===== src/rtl/core/simu_pkg.sv =====
package simu_pkg;

  // Default geometry of the register file and its fixed locations.
  localparam int REG_COUNT_DEF      = 128;
  localparam int TIMESTAMP_ADDR_DEF = 18;
  localparam int YAW_ADDR_DEF       = 22;
  localparam int IDENT_ADDR_DEF     = 0;

  // Stream payload widths.
  localparam int IN_TDATA_W  = 48;
  localparam int IN_TUSER_W  = 3;
  localparam int OUT_TDATA_W = 8;
  localparam int OUT_TUSER_W = 3;

  // Item functions carried on the input tuser.
  localparam logic [2:0] FUNC_WRITE = 3'd0;
  localparam logic [2:0] FUNC_READ  = 3'd1;
  localparam logic [2:0] FUNC_TICK  = 3'd2;
  localparam logic [2:0] FUNC_INIT  = 3'd3;
  localparam logic [2:0] FUNC_YAW   = 3'd4;

  // Result kinds carried on the output tuser.
  localparam logic [2:0] KIND_OK       = 3'd0;
  localparam logic [2:0] KIND_DATA     = 3'd1;
  localparam logic [2:0] KIND_CRC      = 3'd2;
  localparam logic [2:0] KIND_REJECT   = 3'd3;
  localparam logic [2:0] KIND_INACTIVE = 3'd4;

  // Reflected CRC-8 polynomial.
  localparam logic [7:0] CRC_POLY = 8'h91;

  // Microsecond to millisecond conversion.
  localparam int          TICK_SUM_W = 17;
  localparam int          QUO_W      = 7;
  localparam int          REST_W     = 10;
  localparam logic [16:0] MS_DIVISOR = 17'd1000;

  // Identity and status image loaded at reset.
  localparam logic [7:0] IDENT_B0   = 8'h32;
  localparam logic [7:0] IDENT_B1   = 8'h42;
  localparam logic [7:0] IDENT_B2   = 8'h02;
  localparam logic [7:0] IDENT_B3   = 8'h03;
  localparam logic [7:0] STAT_A0    = 8'd8;
  localparam logic [7:0] STAT_A1    = 8'd9;
  localparam logic [7:0] STAT_A2    = 8'd10;
  localparam logic [7:0] STAT_A3    = 8'd16;
  localparam logic [7:0] STAT_V0    = 8'h04;
  localparam logic [7:0] STAT_V1    = 8'h0E;
  localparam logic [7:0] STAT_V2    = 8'h8D;
  localparam logic [7:0] STAT_V3    = 8'h23;

  typedef struct packed {
    logic       done;
    logic [7:0] crc;
  } crc_res_t;

  typedef struct packed {
    logic              done;
    logic [QUO_W-1:0]  quo;
    logic [REST_W-1:0] rem;
  } div_res_t;

  // One bit of the reflected CRC shift.
  function automatic logic [7:0] crc_step(input logic [7:0] crc);
    logic [7:0] t;
    t = crc[0] ? (crc ^ CRC_POLY) : crc;
    return {1'b0, t[7:1]};
  endfunction

  // Content of a register that has not been written since reset. The status
  // bytes are placed after the identity bytes and win where they overlap.
  function automatic logic [7:0] reset_image(input logic [7:0] addr,
                                             input logic [7:0] ident);
    logic [8:0] a9;
    logic [8:0] i9;
    logic [7:0] v;
    a9 = {1'b0, addr};
    i9 = {1'b0, ident};
    if (addr == STAT_A0) begin
      v = STAT_V0;
    end else if (addr == STAT_A1) begin
      v = STAT_V1;
    end else if (addr == STAT_A2) begin
      v = STAT_V2;
    end else if (addr == STAT_A3) begin
      v = STAT_V3;
    end else if (a9 == i9) begin
      v = IDENT_B0;
    end else if (a9 == i9 + 9'd1) begin
      v = IDENT_B1;
    end else if (a9 == i9 + 9'd2) begin
      v = IDENT_B2;
    end else if (a9 == i9 + 9'd3) begin
      v = IDENT_B3;
    end else begin
      v = 8'h00;
    end
    return v;
  endfunction

endpackage


===== src/rtl/core/simu_ram.sv =====
module simu_ram #(
  parameter int WIDTH = 8,
  parameter int DEPTH = simu_pkg::REG_COUNT_DEF
) (
  input  logic                     clk,
  input  logic                     we,
  input  logic [$clog2(DEPTH)-1:0] waddr,
  input  logic [WIDTH-1:0]         wdata,
  input  logic [$clog2(DEPTH)-1:0] raddr,
  output logic [WIDTH-1:0]         rdata
);

  logic [WIDTH-1:0] mem_r [DEPTH];
  logic [WIDTH-1:0] rdata_r;

  always_ff @(posedge clk) begin
    if (we) begin
      mem_r[waddr] <= wdata;
    end
    rdata_r <= mem_r[raddr];
  end

  assign rdata = rdata_r;

endmodule


===== src/rtl/core/simu_crc8.sv =====
module simu_crc8 (
  input  logic               clk,
  input  logic               rst_n,
  input  logic               start,
  input  logic [7:0]         seed,
  output simu_pkg::crc_res_t res
);
  import simu_pkg::*;

  logic       busy_r, busy_nxt;
  logic       done_r, done_nxt;
  logic [2:0] cnt_r, cnt_nxt;
  logic [7:0] crc_r, crc_nxt;

  // Seed is the running CRC already XORed with the data byte; one bit is
  // shifted out per cycle.
  always_comb begin
    busy_nxt = busy_r;
    done_nxt = 1'b0;
    cnt_nxt  = cnt_r;
    crc_nxt  = crc_r;
    if (start) begin
      busy_nxt = 1'b1;
      cnt_nxt  = 3'd0;
      crc_nxt  = seed;
    end else if (busy_r) begin
      crc_nxt = crc_step(crc_r);
      cnt_nxt = cnt_r + 3'd1;
      if (cnt_r == 3'd7) begin
        busy_nxt = 1'b0;
        done_nxt = 1'b1;
      end
    end
  end

  always_ff @(posedge clk) begin
    if (!rst_n) begin
      busy_r <= 1'b0;
      done_r <= 1'b0;
    end else begin
      busy_r <= busy_nxt;
      done_r <= done_nxt;
    end
    cnt_r <= cnt_nxt;
    crc_r <= crc_nxt;
  end

  assign res.done = done_r;
  assign res.crc  = crc_r;

endmodule


===== src/rtl/core/simu_tdiv.sv =====
module simu_tdiv (
  input  logic                              clk,
  input  logic                              rst_n,
  input  logic                              start,
  input  logic [simu_pkg::TICK_SUM_W-1:0]   dividend,
  output simu_pkg::div_res_t                res
);
  import simu_pkg::*;

  localparam int STEP_W = $clog2(QUO_W);

  logic                  busy_r, busy_nxt;
  logic                  done_r, done_nxt;
  logic [STEP_W-1:0]     step_r, step_nxt;
  logic [TICK_SUM_W-1:0] rem_r, rem_nxt;
  logic [QUO_W-1:0]      quo_r, quo_nxt;
  logic [TICK_SUM_W-1:0] trial;

  // Restoring division by 1000, one quotient bit per cycle, most
  // significant first.
  always_comb begin
    busy_nxt = busy_r;
    done_nxt = 1'b0;
    step_nxt = step_r;
    rem_nxt  = rem_r;
    quo_nxt  = quo_r;
    trial    = MS_DIVISOR << step_r;
    if (start) begin
      busy_nxt = 1'b1;
      step_nxt = STEP_W'(QUO_W - 1);
      rem_nxt  = dividend;
      quo_nxt  = '0;
    end else if (busy_r) begin
      if (rem_r >= trial) begin
        rem_nxt = rem_r - trial;
        quo_nxt = {quo_r[QUO_W-2:0], 1'b1};
      end else begin
        quo_nxt = {quo_r[QUO_W-2:0], 1'b0};
      end
      step_nxt = step_r - STEP_W'(1);
      if (step_r == '0) begin
        busy_nxt = 1'b0;
        done_nxt = 1'b1;
      end
    end
  end

  always_ff @(posedge clk) begin
    if (!rst_n) begin
      busy_r <= 1'b0;
      done_r <= 1'b0;
    end else begin
      busy_r <= busy_nxt;
      done_r <= done_nxt;
    end
    step_r <= step_nxt;
    rem_r  <= rem_nxt;
    quo_r  <= quo_nxt;
  end

  assign res.done = done_r;
  assign res.quo  = quo_r;
  assign res.rem  = rem_r[REST_W-1:0];

endmodule


===== src/rtl/core/spi_imu_register_slave.sv =====
// Register slave of an inertial sensor as seen from its SPI host, fed one
// item per input transfer: a write-frame byte, a read-frame byte, a time
// tick, a bus-up event or a new yaw value (selected by in_tuser), and
// answering every item with exactly one output transfer carrying a byte and
// a result kind. Items are handled one at a time. A yaw update writes its
// two bytes one after the other through the single RAM write port; a read
// byte that returns a register waits for the registered RAM read and then
// for the bit-serial CRC-8 unit, which shifts one bit per cycle; a tick
// waits for the bit-serial divide by 1000 (seven quotient bits), followed by
// four byte-serial timestamp writes through the single RAM write port. A
// finished result sits in an output register, so the next item is taken
// while the host has still to collect it. The register file is a RAM with
// one valid bit per entry: an entry not written since reset reads as the
// identity and status image, so no clearing pass is needed after reset.
module spi_imu_register_slave #(
  parameter int REG_COUNT      = simu_pkg::REG_COUNT_DEF,
  parameter int TIMESTAMP_ADDR = simu_pkg::TIMESTAMP_ADDR_DEF,
  parameter int YAW_ADDR       = simu_pkg::YAW_ADDR_DEF,
  parameter int IDENT_ADDR     = simu_pkg::IDENT_ADDR_DEF
) (
  input  logic                             clk,
  input  logic                             rst_n,
  input  logic                             in_tvalid,
  output logic                             in_tready,
  // [7:0] data_byte, [23:8] tick_us, [24] bus_up, [40:25] yaw_centideg,
  // [47:41] zero
  input  logic [simu_pkg::IN_TDATA_W-1:0]  in_tdata,
  input  logic                             in_tlast,     // frame_end
  input  logic [simu_pkg::IN_TUSER_W-1:0]  in_tuser,     // [2:0] func
  output logic                             out_tvalid,
  input  logic                             out_tready,
  output logic [simu_pkg::OUT_TDATA_W-1:0] out_tdata,    // [7:0] out_byte
  output logic [simu_pkg::OUT_TUSER_W-1:0] out_tuser     // [2:0] result_kind
);
  import simu_pkg::*;

  localparam int         AW        = $clog2(REG_COUNT);
  localparam logic [8:0] REG_LIMIT = 9'(REG_COUNT);
  localparam logic [8:0] TS_BASE   = 9'(TIMESTAMP_ADDR);
  localparam logic [8:0] YAW_BASE  = 9'(YAW_ADDR);
  localparam logic [7:0] IDENT_B   = 8'(IDENT_ADDR);

  // One state per phase of an item's work.
  typedef enum logic [7:0] {
    S_IDLE   = 8'b0000_0001,
    S_EXEC   = 8'b0000_0010,
    S_RDWAIT = 8'b0000_0100,
    S_CRC    = 8'b0000_1000,
    S_DIV    = 8'b0001_0000,
    S_TS     = 8'b0010_0000,
    S_YAW2   = 8'b0100_0000,
    S_OUT    = 8'b1000_0000
  } state_t;

  state_t state_r, state_nxt;

  // Latched input item.
  logic [2:0]  func_r, func_nxt;
  logic [7:0]  byte_r, byte_nxt;
  logic        last_r, last_nxt;
  logic [15:0] tick_r, tick_nxt;
  logic        up_r, up_nxt;
  logic [15:0] yaw_r, yaw_nxt;

  // Device state.
  logic                  bus_active_r, bus_active_nxt;
  logic                  read_pending_r, read_pending_nxt;
  logic [7:0]            read_pointer_r, read_pointer_nxt;
  logic [7:0]            read_remaining_r, read_remaining_nxt;
  logic [7:0]            running_crc_r, running_crc_nxt;
  logic [7:0]            frame_position_r, frame_position_nxt;
  logic [7:0]            frame_head_r, frame_head_nxt;
  logic [7:0]            request_count_r, request_count_nxt;
  logic [REST_W-1:0]     us_rest_r, us_rest_nxt;
  logic [31:0]           ms_count_r, ms_count_nxt;
  logic [REG_COUNT-1:0]  valid_r, valid_nxt;

  // Read bookkeeping across the RAM latency.
  logic [7:0] rd_addr_r, rd_addr_nxt;
  logic       rd_range_r, rd_range_nxt;
  logic       rd_valid_r, rd_valid_nxt;

  // Timestamp byte sequencing.
  logic [1:0] ts_idx_r, ts_idx_nxt;
  logic       ts_carry_r, ts_carry_nxt;

  // Result waiting to enter the output register, and the output register.
  logic [7:0] res_byte_r, res_byte_nxt;
  logic [2:0] res_kind_r, res_kind_nxt;
  logic       out_valid_r, out_valid_nxt;
  logic [7:0] out_byte_r, out_byte_nxt;
  logic [2:0] out_kind_r, out_kind_nxt;

  // Register file port.
  logic          wr_req;
  logic [8:0]    wr_addr9;
  logic [7:0]    wr_data;
  logic          ram_we;
  logic [AW-1:0] ram_raddr;
  logic [7:0]    ram_rdata;

  // Serial units.
  logic                  crc_start;
  logic [7:0]            crc_seed;
  crc_res_t              crc_res;
  logic                  div_start;
  logic [TICK_SUM_W-1:0] div_dividend;
  div_res_t              div_res;

  // Working values.
  logic [7:0] head;
  logic [8:0] req_end;
  logic [7:0] rd_value;
  logic [8:0] ts_sum;
  logic [7:0] ts_addend;

  logic in_xfer;

  // No transfer is taken while reset is held.
  assign in_tready = rst_n && (state_r == S_IDLE);
  assign in_xfer   = in_tvalid && in_tready;
  assign ram_we    = wr_req && (wr_addr9 < REG_LIMIT);

  simu_ram #(
    .WIDTH (8),
    .DEPTH (REG_COUNT)
  ) u_regfile (
    .clk   (clk),
    .we    (ram_we),
    .waddr (wr_addr9[AW-1:0]),
    .wdata (wr_data),
    .raddr (ram_raddr),
    .rdata (ram_rdata)
  );

  simu_crc8 u_crc (
    .clk   (clk),
    .rst_n (rst_n),
    .start (crc_start),
    .seed  (crc_seed),
    .res   (crc_res)
  );

  simu_tdiv u_tdiv (
    .clk      (clk),
    .rst_n    (rst_n),
    .start    (div_start),
    .dividend (div_dividend),
    .res      (div_res)
  );

  always_comb begin
    state_nxt          = state_r;
    func_nxt           = func_r;
    byte_nxt           = byte_r;
    last_nxt           = last_r;
    tick_nxt           = tick_r;
    up_nxt             = up_r;
    yaw_nxt            = yaw_r;
    bus_active_nxt     = bus_active_r;
    read_pending_nxt   = read_pending_r;
    read_pointer_nxt   = read_pointer_r;
    read_remaining_nxt = read_remaining_r;
    running_crc_nxt    = running_crc_r;
    frame_position_nxt = frame_position_r;
    frame_head_nxt     = frame_head_r;
    request_count_nxt  = request_count_r;
    us_rest_nxt        = us_rest_r;
    ms_count_nxt       = ms_count_r;
    valid_nxt          = valid_r;
    rd_addr_nxt        = rd_addr_r;
    rd_range_nxt       = rd_range_r;
    rd_valid_nxt       = rd_valid_r;
    ts_idx_nxt         = ts_idx_r;
    ts_carry_nxt       = ts_carry_r;
    res_byte_nxt       = res_byte_r;
    res_kind_nxt       = res_kind_r;
    out_byte_nxt       = out_byte_r;
    out_kind_nxt       = out_kind_r;
    // The host taking the result empties the output register.
    out_valid_nxt      = out_valid_r && !out_tready;

    wr_req       = 1'b0;
    wr_addr9     = '0;
    wr_data      = '0;
    ram_raddr    = read_pointer_r[AW-1:0];
    crc_start    = 1'b0;
    crc_seed     = '0;
    div_start    = 1'b0;
    div_dividend = {{(TICK_SUM_W-REST_W){1'b0}}, us_rest_r} + {1'b0, tick_r};
    head         = (frame_position_r == 8'd0) ? byte_r : frame_head_r;
    req_end      = {1'b0, frame_head_r} + {1'b0, request_count_r};
    rd_value     = !rd_range_r ? 8'h00 :
                   rd_valid_r  ? ram_rdata : reset_image(rd_addr_r, IDENT_B);
    ts_addend    = (ts_idx_r == 2'd0) ? {1'b0, div_res.quo} : 8'h00;
    ts_sum       = {1'b0, ms_count_r[7:0]} + {1'b0, ts_addend} + {8'h00, ts_carry_r};

    unique case (state_r)
      S_IDLE: begin
        if (in_xfer) begin
          func_nxt  = in_tuser;
          byte_nxt  = in_tdata[7:0];
          last_nxt  = in_tlast;
          tick_nxt  = in_tdata[23:8];
          up_nxt    = in_tdata[24];
          yaw_nxt   = in_tdata[40:25];
          state_nxt = S_EXEC;
        end
      end

      S_EXEC: begin
        res_byte_nxt = 8'h00;
        res_kind_nxt = KIND_OK;
        state_nxt    = S_OUT;
        case (func_r)
          FUNC_WRITE: begin
            if (frame_position_r == 8'd0) begin
              frame_head_nxt = byte_r;
            end else if (frame_position_r == 8'd1) begin
              request_count_nxt = byte_r;
            end
            if (!bus_active_r) begin
              res_kind_nxt = KIND_INACTIVE;
            end else if (head[7]) begin
              // Write frame: middle bytes go to consecutive registers, the
              // head and the trailing byte are not stored.
              if (frame_position_r != 8'd0 && !last_r) begin
                wr_req   = 1'b1;
                wr_addr9 = {2'b00, head[6:0]} + {1'b0, frame_position_r} - 9'd1;
                wr_data  = byte_r;
              end
            end else if (frame_position_r == 8'd2 && last_r && !read_pending_r) begin
              // Three-byte read request: address then count.
              if ({1'b0, frame_head_r} < REG_LIMIT && req_end <= REG_LIMIT) begin
                read_pending_nxt   = 1'b1;
                read_pointer_nxt   = frame_head_r;
                read_remaining_nxt = request_count_r;
                running_crc_nxt    = 8'h00;
              end else begin
                res_kind_nxt = KIND_REJECT;
              end
            end
            if (last_r) begin
              frame_position_nxt = 8'd0;
            end else if (frame_position_r != 8'hFF) begin
              frame_position_nxt = frame_position_r + 8'd1;
            end
          end

          FUNC_READ: begin
            res_kind_nxt = KIND_DATA;
            if (!bus_active_r) begin
              res_kind_nxt = KIND_INACTIVE;
            end else if (read_pending_r && read_remaining_r != 8'd0) begin
              // Register data: the RAM read is issued now, the CRC follows.
              rd_addr_nxt        = read_pointer_r;
              rd_range_nxt       = {1'b0, read_pointer_r} < REG_LIMIT;
              rd_valid_nxt       = valid_r[read_pointer_r[AW-1:0]];
              read_pointer_nxt   = read_pointer_r + 8'd1;
              read_remaining_nxt = read_remaining_r - 8'd1;
              state_nxt          = S_RDWAIT;
            end else if (read_pending_r) begin
              res_byte_nxt     = running_crc_r;
              res_kind_nxt     = KIND_CRC;
              read_pending_nxt = 1'b0;
            end
            if (last_r) begin
              read_pending_nxt = 1'b0;
            end
          end

          FUNC_TICK: begin
            div_start = 1'b1;
            state_nxt = S_DIV;
          end

          FUNC_INIT: begin
            if (up_r) begin
              bus_active_nxt = 1'b1;
            end
          end

          FUNC_YAW: begin
            wr_req    = 1'b1;
            wr_addr9  = YAW_BASE;
            wr_data   = yaw_r[7:0];
            state_nxt = S_YAW2;
          end

          default: begin
          end
        endcase
      end

      S_RDWAIT: begin
        res_byte_nxt = rd_value;
        crc_start    = 1'b1;
        crc_seed     = running_crc_r ^ rd_value;
        state_nxt    = S_CRC;
      end

      S_CRC: begin
        if (crc_res.done) begin
          running_crc_nxt = crc_res.crc;
          state_nxt       = S_OUT;
        end
      end

      S_DIV: begin
        if (div_res.done) begin
          us_rest_nxt  = div_res.rem;
          ts_idx_nxt   = 2'd0;
          ts_carry_nxt = 1'b0;
          state_nxt    = S_TS;
        end
      end

      S_TS: begin
        // Add the whole milliseconds a byte at a time, lowest byte first,
        // rotating the count and mirroring each byte into the file.
        ms_count_nxt = {ts_sum[7:0], ms_count_r[31:8]};
        ts_carry_nxt = ts_sum[8];
        ts_idx_nxt   = ts_idx_r + 2'd1;
        wr_req       = 1'b1;
        wr_addr9     = TS_BASE + {7'd0, ts_idx_r};
        wr_data      = ts_sum[7:0];
        if (ts_idx_r == 2'd3) begin
          state_nxt = S_OUT;
        end
      end

      S_YAW2: begin
        wr_req    = 1'b1;
        wr_addr9  = YAW_BASE + 9'd1;
        wr_data   = yaw_r[15:8];
        state_nxt = S_OUT;
      end

      S_OUT: begin
        if (!out_valid_r || out_tready) begin
          out_valid_nxt = 1'b1;
          out_byte_nxt  = res_byte_r;
          out_kind_nxt  = res_kind_r;
          state_nxt     = S_IDLE;
        end
      end

      default: begin
        state_nxt = S_IDLE;
      end
    endcase

    if (ram_we) begin
      valid_nxt[wr_addr9[AW-1:0]] = 1'b1;
    end
  end

  always_ff @(posedge clk) begin
    if (!rst_n) begin
      state_r          <= S_IDLE;
      bus_active_r     <= 1'b0;
      read_pending_r   <= 1'b0;
      read_pointer_r   <= '0;
      read_remaining_r <= '0;
      running_crc_r    <= '0;
      frame_position_r <= '0;
      frame_head_r     <= '0;
      request_count_r  <= '0;
      us_rest_r        <= '0;
      ms_count_r       <= '0;
      valid_r          <= '0;
      ts_idx_r         <= '0;
      ts_carry_r       <= 1'b0;
      out_valid_r      <= 1'b0;
    end else begin
      state_r          <= state_nxt;
      bus_active_r     <= bus_active_nxt;
      read_pending_r   <= read_pending_nxt;
      read_pointer_r   <= read_pointer_nxt;
      read_remaining_r <= read_remaining_nxt;
      running_crc_r    <= running_crc_nxt;
      frame_position_r <= frame_position_nxt;
      frame_head_r     <= frame_head_nxt;
      request_count_r  <= request_count_nxt;
      us_rest_r        <= us_rest_nxt;
      ms_count_r       <= ms_count_nxt;
      valid_r          <= valid_nxt;
      ts_idx_r         <= ts_idx_nxt;
      ts_carry_r       <= ts_carry_nxt;
      out_valid_r      <= out_valid_nxt;
    end
    func_r     <= func_nxt;
    byte_r     <= byte_nxt;
    last_r     <= last_nxt;
    tick_r     <= tick_nxt;
    up_r       <= up_nxt;
    yaw_r      <= yaw_nxt;
    rd_addr_r  <= rd_addr_nxt;
    rd_range_r <= rd_range_nxt;
    rd_valid_r <= rd_valid_nxt;
    res_byte_r <= res_byte_nxt;
    res_kind_r <= res_kind_nxt;
    out_byte_r <= out_byte_nxt;
    out_kind_r <= out_kind_nxt;
  end

  assign out_tvalid = out_valid_r;
  assign out_tdata  = out_byte_r;
  assign out_tuser  = out_kind_r;

  // A pending read can only have been set up while the bus was active, and
  // the bus is never taken down again.
  a_pending_needs_bus: assert property (@(posedge clk) disable iff (!rst_n)
    read_pending_r |-> bus_active_r)
    else $error("read pending while the bus is inactive");

  // The range check keeps every remaining read inside the register file.
  a_read_in_range: assert property (@(posedge clk) disable iff (!rst_n)
    read_pending_r |-> ({1'b0, read_pointer_r} + {1'b0, read_remaining_r} <= REG_LIMIT))
    else $error("pending read runs past the register file");

  // The serial units finish only while the controller waits for them.
  a_crc_done_in_crc: assert property (@(posedge clk) disable iff (!rst_n)
    crc_res.done |-> (state_r == S_CRC))
    else $error("CRC unit finished outside its wait state");

  a_div_done_in_div: assert property (@(posedge clk) disable iff (!rst_n)
    div_res.done |-> (state_r == S_DIV))
    else $error("divider finished outside its wait state");

endmodule

===== config.mk =====
export PLATFORM = sky130hd
export DESIGN_NAME = spi_imu_register_slave
export DESIGN_NICKNAME = d
export VERILOG_FILES = /design/src/rtl/core/simu_pkg.sv /design/src/rtl/core/simu_ram.sv /design/src/rtl/core/simu_crc8.sv /design/src/rtl/core/simu_tdiv.sv /design/src/rtl/core/spi_imu_register_slave.sv
export SDC_FILE = /design/constraint.sdc
export NUM_CORES = 2
export LEC_CHECK = 0
export ABC_AREA = 1
export BUFFER_PORTS_ARGS = -buffer_cell sky130_fd_sc_hd__buf_2
export CAP_MARGIN = 15
export CORE_MARGIN = 2
export CORE_UTILIZATION = 39
export DETAILED_ROUTE_END_ITERATION = 16
export GPL_TIMING_DRIVEN = 0
export HOLD_SLACK_MARGIN = 0.06
export PLACE_DENSITY_LB_ADDON = 0.05
export SYNTH_ARGS = -nofsm -noshare
export SYNTH_HDL_FRONTEND = slang
export SYNTH_SLANG_ARGS = --single-unit

===== constraint.sdc =====
create_clock -name clk -period 4.3 [get_ports clk]
set_clock_uncertainty 0.05 [all_clocks]
set_input_delay 0 -clock clk [delete_from_list [all_inputs] [get_ports clk]]
set_output_delay 0 -clock clk [all_outputs]
set_load 0.02 [all_outputs]

==> flow_summary_export.csv <==
group,metric,value,unit
outcome,status,"finished with violations",
outcome,violations,"setup timing",
logic_synthesis,synth.cell_area,0.05804,mm^2
clock_tree,htree_levels,4,
placed_design,dp_slack,-1.421,ns
worst_setup_path,crit_path_max_fanout,10,
hold_path,holdPathEnd,"frame_position_r[6]",
final_layout,final_cells,8030,
grt,grt_pass1_wl,391.8,mm
timing,relSlewSlack,0.04552,
floorplanning,num_rows,141,
logic_synthesis,synth_top_area_share,0.5826,
worst_setup_path,max_stage_delay,1.10,ns
floorplanning,ios,69,
timing,hold_viol,0,
grt,antenna_found_initial,43,
placed_design,placed_cell_area,0.06249,mm^2
clock_tree,cts_root_buf,"clkbuf_16",
clock_tree,cts_buffer_depth,3,
placed_design,gp_congestion,1.058,
logic_synthesis,synth_area_leaders,"edfxtp_1, dfxtp_1, o21ai_0",
grt,groute.usage.overall,0.3879,
worst_setup_path,cpMostUsedCell,"nor2_1",
timing,layout_min_cycle_time,4.714,ns
final_layout,postLayoutCoreUtil,0.4908,
route,met3_length,38.43,mm
clock_tree,clock_latency,0.82,ns
logic_synthesis,syn_inst,5393,
clock_tree,clk_pin_slew,0.06,ns
route,maxUsedRoutingLayer,"met5",
worst_setup_path,reg2reg_slack,-0.41,ns
logic_synthesis,synth.top_cells.by_count,"edfxtp_1, nor2_1, o21ai_0",
worst_setup_path,required,4.72,ns
placed_design,dpl.hpwl,206.7,mm
timing,drv_slew,0,
logic_synthesis,post-synth-top-area-cell,"edfxtp_1",
timing,worst_slew_pin_slew,1.432,ns
logic_synthesis,synth_ff_type,"edfxtp_1",
placed_design,io_buffers,61,
route,wl_per_cell,37.54,um
power,powerDensity,415.7,mW/mm^2
logic_synthesis,synth.avg_cell_area,10.76,um^2
worst_setup_path,reg2regPathDepth,7,
logic_synthesis,yosysWarningCount,0,
hold_path,hold_path.class,"in -> reg",
route,drc,0,
worst_setup_path,r2r-end,"rd_valid_r",
logic_synthesis,synth_most_common_cell,"edfxtp_1",
timing,fmax,0.2121,GHz
timing,setup_violations,7,
logic_synthesis,ys_async_sr_fraction,0,
grt,grt_max_degree,77,
logic_synthesis,yosysSeqAreaShare,0.6713,
worst_setup_path,crit_path_start,"read_pointer_r[5]",
timing,rsz0062_at_grt,"true",
route,vias_per_cell,6.127,
floorplanning,dieArea,0.1519,mm^2
route,dr_total_vias,49200,
logic_synthesis,yosysUniqueCellTypes,49,
worst_setup_path,critPathKind,"reg -> reg",
power,p_leak,23.91,nW
logic_synthesis,ys_ff_latch,1383,
logic_synthesis,syn_nets,5523,
placed_design,post-place-cells,7470,
final_layout,stdcell_area,0.07247,mm^2
final_layout,area_growth,24.86,%
timing,post-route-period-util,1.096,
timing,timing.final.ws_setup,-0.4137,ns
floorplanning,initial_utilization,0.3930,
floorplanning,die_h,389.8,um
clock_tree,cts.sinks,1383,
grt,grt-ovfl-total,0,
worst_setup_path,cp-end-kind,"flip-flop",
worst_setup_path,r2r_start,"read_pointer_r[5]",
logic_synthesis,synth-edff-count,1126,
timing,holdWs,0.2408,ns
final_layout,final_nets,6071,
grt,grt_pass1_vias,43840,
floorplanning,die_w,389.8,um
route,wl_met2,126.0,mm
clock_tree,cts_buffers,159,
worst_setup_path,worstPathArrival,5.14,ns
hold_path,min-delay-start,"rst_n",
timing,setup_tns,-1.365,ns
worst_setup_path,crit_slowest_cell,"dfxtp_1",
clock_tree,tritoncts,"done",
route,drt_pre_antenna_iters,7,
worst_setup_path,cp-start-kind,"flip-flop",
floorplanning,core_region_area,0.1477,mm^2
flow_run,timing.max_cap.violations,0,
route,detail-route-antenna-nets,0,
power,peakVddDrop,0.3988,mV
route,wl_met1,112.2,mm
route,drtIter0Drc,8167,
final_layout,drive_gt1_frac,0.1582,
route,wirelength,301.4,mm
power,power,30.13,mW
worst_setup_path,crit_chain,"clkinv_2 > nor2_2 > clkbuf_2 > nand2_1 > nand3_1 > nor2_1 > nor2_1",
hold_path,min_path_cells,4,
-- how the worst max path moves through the flow --
stage	end	depth (start not counted)
after floorplan	u_regfile.mem_r[0][5]	13
final	rd_valid_r	7
after CTS	u_regfile.mem_r[121][2]	24
after global placement	u_regfile.mem_r[16][3]	9
after detailed placement	rd_valid_r	8
after global routing	rd_valid_r	11
-- critical path, delay by kind of cell (launching register included) --
family,cells,cell delay [ns]
flip-flops,1,1.10
AND/OR/NAND/NOR,5,1.90
buffers and inverters,2,1.30
-- flip-flops by register name (all words and copies together), names as in the netlist, 10 cells and up --
name             flops
ms_count_r          32
u_regfile.mem_r   1024
u_tdiv.rem_r        17
us_rest_r           10
yaw_r               16
tick_r              16
valid_r            128
-- layout by cell type (no fill, tap or decap), types with 66 or more instances in the layout --
cell,n
edfxtp_1,1126
nor2_1,777
o21ai_0,698
nand2_1,527
a21oi_1,320
inv_1,308
dfxtp_1,257
clkbuf_1,227
nand3_1,222
o22ai_1,165
clkbuf_16,163
clkinvlp_4,132
buf_12,107
nand3_2,105
dlygate4sd3_1,96
buf_2,73
o211ai_1,72
clkbuf_2,68
buf_8,67
ha_1,66
-- area by class of cell --
cell class                 instances  area, um^2
antenna                           30       75.07
tap                             1930        2415
inverter                         452        2178
clock inverter                    79       678.2
fill                           13490       75200
sequential                      1383       38960
clock buffer                     211        4308
multi-input combinational       3242       17080
timing repair buffer             386        5200
buffer                           317        1574
-- where the power goes --
group          switching, mW  internal [mW]
clock                   5.85           7.54
combinational           1.37          0.697
sequential             0.109           14.6
-- what timing repair did --
item,CTS,global route
hold endpoints to repair,147,0
hold buffers,96,0
resized for setup,245,203
buffers inserted,118,22
pin swaps,14,17
setup endpoints to repair,1160,1099
gates cloned,0,3
-- logic make-up after synthesis --
family | Yosys count | synth area share
AOI/OAI and AO/OA | 1360 | 0.1291
xor gates and xnor gates | 25 | 0.003773
buffers and inverters | 770 | 0.05073
adders and majority gates | 74 | 0.01660
muxes | 1 | 0.0001725
DFF | 1383 | 0.6713
and+or+nand+nor | 1780 | 0.1283
-- metal layers --
layer,vias up,track usage
met3,894,0.1226
met1,24340,0.4947
met5,-,0.005742
li1,20240,-
met2,3708,0.5620
met4,14,0.2647
Note: power is estimated with default switching activity, not from simulation.
